==> src/rtl/cpc_pkg.sv <==
// Shared constants, types and helpers for the pulse combiner.
`default_nettype none

package cpc_pkg;

  localparam int MAX_GATES   = 4096;
  localparam int SAMPLE_BITS = 16;

  localparam int ADDR_W     = (MAX_GATES > 1) ? $clog2(MAX_GATES) : 1;
  localparam int GATE_W     = $clog2(MAX_GATES + 1);
  localparam int SAMPLE_W   = 16;
  localparam int ACC_W      = 64;
  localparam int HALF_W     = ACC_W / 2;
  localparam int PART_W     = HALF_W + SAMPLE_BITS;
  localparam int PROD_W     = ACC_W + SAMPLE_BITS;
  localparam int OP_W       = 3;
  localparam int SPAN_W     = 7;
  localparam int CFG_IDX_W  = 1;
  localparam int CFG_DATA_W = 7;

  localparam logic [SPAN_W-1:0] SPAN_RESET = SPAN_W'(4);

  typedef logic signed [ACC_W-1:0] acc_t;

  localparam acc_t ACC_MAX = {1'b0, {(ACC_W-1){1'b1}}};
  localparam acc_t ACC_MIN = {1'b1, {(ACC_W-1){1'b0}}};

  typedef enum logic [OP_W-1:0] {
    OP_SUM  = 3'd0,
    OP_PROD = 3'd1,
    OP_MIN  = 3'd2,
    OP_MAX  = 3'd3,
    OP_AND  = 3'd4,
    OP_OR   = 3'd5
  } op_t;

  typedef enum logic [CFG_IDX_W-1:0] {
    CFG_COMBINE_OP = 1'b0,
    CFG_CPI_SPAN   = 1'b1
  } cfg_idx_t;

  // One gate on its way through the fold pipe.
  typedef struct packed {
    logic [ADDR_W-1:0]              addr;
    op_t                            op;
    logic                           seed;
    logic                           emit;
    logic                           last;
    logic signed [SAMPLE_BITS-1:0]  sample;
  } item_t;

  // Write-back into the line store.
  typedef struct packed {
    logic              en;
    logic [ADDR_W-1:0] addr;
    acc_t              data;
  } store_wr_t;

  // Unused codes fold as a sum.
  function automatic op_t decode_op(input logic [OP_W-1:0] code);
    op_t op;
    case (code)
      OP_PROD: op = OP_PROD;
      OP_MIN:  op = OP_MIN;
      OP_MAX:  op = OP_MAX;
      OP_AND:  op = OP_AND;
      OP_OR:   op = OP_OR;
      default: op = OP_SUM;
    endcase
    return op;
  endfunction

endpackage

`default_nettype wire

==> src/rtl/cpc_fold_pipe.sv <==
// Three-stage fold datapath with write-back and result register.
`default_nettype none

module cpc_fold_pipe (
  input  logic                       clk,
  input  logic                       rst_n,
  input  logic                       ld,
  input  cpc_pkg::item_t             item,
  input  cpc_pkg::acc_t              rd_data,
  input  logic [cpc_pkg::ADDR_W-1:0] chk_addr,
  output logic                       chk_hit,
  output logic                       s1_free,
  output cpc_pkg::store_wr_t         wr,
  output logic                       out_valid,
  input  logic                       out_ready,
  output logic [cpc_pkg::ACC_W-1:0]  out_combined,
  output logic                       out_last_gate
);
  import cpc_pkg::*;

  // stage 1: read data arrives, simple ops resolve, product operands prepared
  logic                    s1_v_r;
  item_t                   s1_r;
  // stage 2: partial products
  logic                    s2_v_r;
  item_t                   s2_r;
  acc_t                    s2_val_r;
  logic                    s2_neg_r;
  logic [ACC_W-1:0]        s2_ma_r;
  logic [SAMPLE_BITS-1:0]  s2_ms_r;
  // stage 3: product sum, clamp, write-back
  logic                    s3_v_r;
  item_t                   s3_r;
  acc_t                    s3_val_r;
  logic                    s3_neg_r;
  logic [PART_W-1:0]       s3_pl_r;
  logic [PART_W-1:0]       s3_ph_r;
  // result register
  logic                    out_v_r;
  acc_t                    out_val_r;
  logic                    out_last_r;

  logic s1_adv, s2_adv, s3_adv, s2_free, s3_free, o_free;

  acc_t                   samp;
  acc_t                   sum;
  logic                   sum_ovf;
  logic                   s_nz, a_nz;
  acc_t                   s1_val;
  logic                   s1_neg;
  logic [ACC_W-1:0]       s1_ma;
  logic [SAMPLE_BITS-1:0] s1_ms;
  logic [PART_W-1:0]      pl, ph;
  logic [PROD_W-1:0]      mag, limit;
  acc_t                   prod_val;
  acc_t                   s3_res;

  // elastic advance, back to front
  assign o_free  = !out_v_r || out_ready;
  assign s3_adv  = s3_v_r && (!s3_r.emit || o_free);
  assign s3_free = !s3_v_r || s3_adv;
  assign s2_adv  = s2_v_r && s3_free;
  assign s2_free = !s2_v_r || s2_adv;
  assign s1_adv  = s1_v_r && s2_free;
  assign s1_free = !s1_v_r || s1_adv;

  // any entry still in flight has not been written back yet
  assign chk_hit = (s1_v_r && s1_r.addr == chk_addr) ||
                   (s2_v_r && s2_r.addr == chk_addr) ||
                   (s3_v_r && s3_r.addr == chk_addr);

  always_comb begin
    samp    = ACC_W'(s1_r.sample);
    s_nz    = |s1_r.sample;
    a_nz    = |rd_data;
    sum     = rd_data + samp;
    sum_ovf = (rd_data[ACC_W-1] == samp[ACC_W-1]) && (sum[ACC_W-1] != rd_data[ACC_W-1]);
    s1_neg  = rd_data[ACC_W-1] ^ s1_r.sample[SAMPLE_BITS-1];
    s1_ma   = rd_data[ACC_W-1] ? (ACC_W'(0) - rd_data) : rd_data;
    s1_ms   = s1_r.sample[SAMPLE_BITS-1] ? (SAMPLE_BITS'(0) - s1_r.sample) : s1_r.sample;
    if (s1_r.seed) begin
      s1_val = (s1_r.op == OP_AND || s1_r.op == OP_OR) ? ACC_W'(s_nz) : samp;
    end else begin
      case (s1_r.op)
        OP_MIN:  s1_val = (samp < rd_data) ? samp : rd_data;
        OP_MAX:  s1_val = (samp > rd_data) ? samp : rd_data;
        OP_AND:  s1_val = ACC_W'(a_nz && s_nz);
        OP_OR:   s1_val = ACC_W'(a_nz || s_nz);
        default: s1_val = sum_ovf ? (rd_data[ACC_W-1] ? ACC_MIN : ACC_MAX) : sum;
      endcase
    end
  end

  assign pl = {{SAMPLE_BITS{1'b0}}, s2_ma_r[HALF_W-1:0]}     * {{HALF_W{1'b0}}, s2_ms_r};
  assign ph = {{SAMPLE_BITS{1'b0}}, s2_ma_r[ACC_W-1:HALF_W]} * {{HALF_W{1'b0}}, s2_ms_r};

  always_comb begin
    mag   = {s3_ph_r, {HALF_W{1'b0}}} + {{HALF_W{1'b0}}, s3_pl_r};
    limit = s3_neg_r ? {{SAMPLE_BITS{1'b0}}, ACC_MIN} : {{SAMPLE_BITS{1'b0}}, ACC_MAX};
    if (mag > limit) begin
      prod_val = s3_neg_r ? ACC_MIN : ACC_MAX;
    end else if (s3_neg_r) begin
      prod_val = ACC_W'(0) - mag[ACC_W-1:0];
    end else begin
      prod_val = mag[ACC_W-1:0];
    end
    s3_res = (s3_r.op == OP_PROD && !s3_r.seed) ? prod_val : s3_val_r;
  end

  always_ff @(posedge clk) begin
    if (!rst_n) begin
      s1_v_r  <= 1'b0;
      s2_v_r  <= 1'b0;
      s3_v_r  <= 1'b0;
      out_v_r <= 1'b0;
    end else begin
      if (s1_free) s1_v_r  <= ld;
      if (s2_free) s2_v_r  <= s1_adv;
      if (s3_free) s3_v_r  <= s2_adv;
      if (o_free)  out_v_r <= s3_adv && s3_r.emit;
    end
  end

  always_ff @(posedge clk) begin
    if (ld) begin
      s1_r <= item;
    end
    if (s1_adv) begin
      s2_r     <= s1_r;
      s2_val_r <= s1_val;
      s2_neg_r <= s1_neg;
      s2_ma_r  <= s1_ma;
      s2_ms_r  <= s1_ms;
    end
    if (s2_adv) begin
      s3_r     <= s2_r;
      s3_val_r <= s2_val_r;
      s3_neg_r <= s2_neg_r;
      s3_pl_r  <= pl;
      s3_ph_r  <= ph;
    end
    if (o_free && s3_adv && s3_r.emit) begin
      out_val_r  <= s3_res;
      out_last_r <= s3_r.last;
    end
  end

  assign wr.en   = s3_adv;
  assign wr.addr = s3_r.addr;
  assign wr.data = s3_res;

  assign out_valid     = out_v_r;
  assign out_combined  = out_val_r;
  assign out_last_gate = out_last_r;

endmodule

`default_nettype wire

==> config.mk <==
export PLATFORM = sky130hd
export DESIGN_NAME = cpc_fold_pipe
export DESIGN_NICKNAME = d
export VERILOG_FILES = /design/src/rtl/cpc_pkg.sv /design/src/rtl/cpc_fold_pipe.sv
export SDC_FILE = /design/constraint.sdc
export NUM_CORES = 2
export LEC_CHECK = 0
export BUFFER_PORTS_ARGS = -buffer_cell sky130_fd_sc_hd__buf_2
export CAP_MARGIN = 10
export CORE_MARGIN = 4
export CORE_UTILIZATION = 65
export CTS_CLUSTER_SIZE = 8
export DETAILED_ROUTE_END_ITERATION = 10
export PLACE_DENSITY = 0.85
export SLEW_MARGIN = 10
export SYNTH_ARGS = -nofsm -noshare
export SYNTH_HDL_FRONTEND = slang
export SYNTH_SLANG_ARGS = --single-unit
export TNS_END_PERCENT = 10
==> constraint.sdc <==
create_clock -name clk -period 17.4 [get_ports clk]
set_input_delay 0.87 -clock clk [delete_from_list [all_inputs] [get_ports clk]]
set_output_delay 0.87 -clock clk [all_outputs]
set_load 0.02 [all_outputs]
==> flow_summary.json <==
{
  "die_area_um2": 97620,
  "crit_arrival_ns": 8.65,
  "drv_cap": 0,
  "drt-wirelength-per-cell_um": 24.24,
  "ioPinCount": 259,
  "met1_length_mm": 69.09,
  "die-height_um": 312.4,
  "worstSetupPathType": "reg -> out",
  "cts_tree": "done",
  "grt_first_pass_wirelength_mm": 296.4,
  "routed_wl_mm": 190.8,
  "cts_inserted_buffers": 66,
  "worstSetupEndpoint": "wr[7]",
  "cp.required_ns": 16.53,
  "drc": 0,
  "slew_headroom": 0.1062,
  "ys_seq_area_frac": 0.2212,
  "r2r_cells": 24,
  "power_density_nw_per_um2": 203.9,
  "clk_latency_ns": 0.62,
  "cts_max_path_buffers": 3,
  "hold_path.class": "reg -> reg",
  "ant_nets": 0,
  "ctsResizeCount": 0,
  "area_growth_pct": 6.802,
  "rsz0062_at_grt": "no",
  "synth_area_um2": 60240,
  "yosys.cell_types.count": 81,
  "fin_setup_tns_ns": 0,
  "irDropWorstVdd_v": 0.0003794,
  "dr.pass1.iters": 6,
  "rrSetupSlack_ns": 9.09,
  "async_flop_share": 0,
  "top_layer_used": "met5",
  "cts.sinks": 445,
  "grt_pass1_vias": 51690,
  "synth_top_cells_by_count": "inv_1, nand2_1, fa_1",
  "core_area_um2": 91800,
  "finalCoreUtilization": 0.7009,
  "path_clk_slew_ns": 0.05,
  "status": "finished, final reports clean",
  "leakage_nw": 29.09,
  "cp-startpoint": "s3_pl_r[42]",
  "r2r-end": "s3_ph_r[47]",
  "vias": 49750,
  "layout_min_cycle_time_ns": 9.523,
  "crit_fanout": 50,
  "worst_slew_pin_slew_ns": 1.336,
  "postCtsHoldBufs": 0,
  "synth_top_area_share": 0.2785,
  "overflow": 0,
  "die_w_um": 312.4,
  "fin_skew_ns": 0.03183,
  "root_buffer": "clkbuf_16",
  "synth_edf_count": 441,
  "dr_wl_met2_mm": 87.78,
  "synthTopCellsByArea": "fa_1, edfxtp_1, ha_1, inv_1, nand2_1",
  "yosysTopAreaCell": "fa_1",
  "io_buffers": 258,
  "route.met3.wl_mm": 19.80,
  "dpl.hpwl_mm": 145.1,
  "cts_setup_buffers": 0,
  "fin_area_um2": 64340,
  "initial_core_util": 0.6562,
  "fillers": 6916,
  "synth-seq-cells": 445,
  "syn_inst": 6516,
  "gp_congestion": 1.015,
  "cp-start-kind": "register",
  "htreeDepth": 3,
  "final_nets": 7999,
  "setup_slack_ns": 7.877,
  "post-place-ws_ns": 9.014,
  "antenna_found_initial": 11,
  "drv_slew": 0,
  "syn_avg_cell_area_um2": 9.245,
  "globalRouteTotalUtil": 0.3933,
  "row_count": 111,
  "cp-end-kind": "output port",
  "max_freq_mhz": 105.0,
  "layout-drive-gt1-share": 0.06953,
  "hold_viol": 0,
  "syn_nets": 7918,
  "grt_max_degree": 168,
  "drt_iter0_drc": 5383,
  "finalSetupViolCount": 0,
  "viasPerCell": 6.321,
  "r2r_start": "s2_ms_r[2]",
  "dpl_cell_area_um2": 62430,
  "synth-warning-count": 0,
  "synth-main-ff-cell": "edfxtp_1",
  "min_period_over_period": 0.5473,
  "synth.most_common_cell": "inv_1"
}
sequential cells by signal, indices dropped and copies added, names as in the netlist, 6 cells and up:
name / count
out_combined: 64
s3_r: 6
s3_pl_r: 48
s2_ma_r: 64
wr: 12
s1_r: 34
s3_val_r: 64
s2_val_r: 64
s2_r: 18
s2_ms_r: 16
s3_ph_r: 48
per-stage QoR:
step	hold slack (ns)	power, mW	cells
floorplan	0.4003	8.457	6516
global placement	0.4009	11.56	7772
detailed placement	0.4045	11.70	7772
CTS	0.3963	12.97	7859
global route	0.4066	14.13	7863
finish	0.4066	13.12	7870
placed cells by master (no fill, tap or decap), types with 217 or more instances in the layout:
| cell | instances |
|---|---|
| edfxtp_1 | 441 |
| a21oi_1 | 356 |
| nand2_1 | 844 |
| ha_1 | 450 |
| and2_1 | 430 |
| fa_1 | 838 |
| buf_2 | 258 |
| inv_1 | 1083 |
| o21ai_0 | 217 |
| nor2_1 | 239 |
final cells by class:
class | instances | area, um^2 | share of cell area
timing repair buffer | 323 | 1804 | 0.02804
multi-input combinational | 4677 | 41680 | 0.6478
inverter | 1084 | 4069 | 0.06324
antenna | 11 | 27.53 | 0.0004278
tap | 1243 | 1555 | 0.02417
sequential | 445 | 13320 | 0.2071
clock inverter | 8 | 148.9 | 0.002314
clock buffer | 79 | 1732 | 0.02691
layer usage:
layer / GRT usage / vias to the layer above
li1: - / 21410
met1: 0.4943 / 24450
met2: 0.6305 / 3089
met3: 0.08514 / 784
met4: 0.2324 / 6
met5: 0 / -
cell families (layout without fill, tap and decap cells):
kind of cell,count (synthesis),after routing,synth area share
other cells,0,11,0
buf+inv,1394,1494,0.08779
mux,16,16,0.002762
compound gates,1074,1074,0.1115
simple gates,2017,2017,0.1637
fa+ha+maj,1288,1288,0.3719
xor+xnor,282,282,0.04112
flops,445,445,0.2212
power breakdown:
group          total, mW  internal [mW]  switching [mW]
Sequential          2.02           1.75           0.268
Combinational       9.89           3.58            6.31
Clock               1.21          0.717           0.493
worst max-delay path: stages, from the launching register on:
cell and delay, ns:
edfxtp_1 0.48, ha_1 0.47, a21oi_1 0.34, nor2_1 0.10, or3_1 0.42, o21ai_0 0.68
nor2_1 0.16, and3_1 0.22, xnor2_1 0.30, inv_1 0.14, ha_1 0.32, nand4_1 0.10
nor2_1 0.17, nand3_1 0.13, nor3_1 0.62, nand4_1 0.43, a32oi_1 0.38, nand3_1 0.14
nor2_1 1.03, nand2_1 0.19, buf_4 0.36, a211oi_1 0.40, nor2_1 0.19, buf_2 0.21
worst min path at each step:
stage / startpoint / end / depth (start not counted)
finish: s2_val_r[17] / s3_val_r[17] / 0
global route: item[15] / s1_r[15] / 1
CTS: item[33] / s1_r[33] / 1
detailed placement: s2_val_r[58] / s3_val_r[58] / 0
global placement: s1_r[16] / s2_r[16] / 0
floorplan: s3_r[16] / out_last_gate / 0
Note: power is estimated with default switching activity, not from simulation.
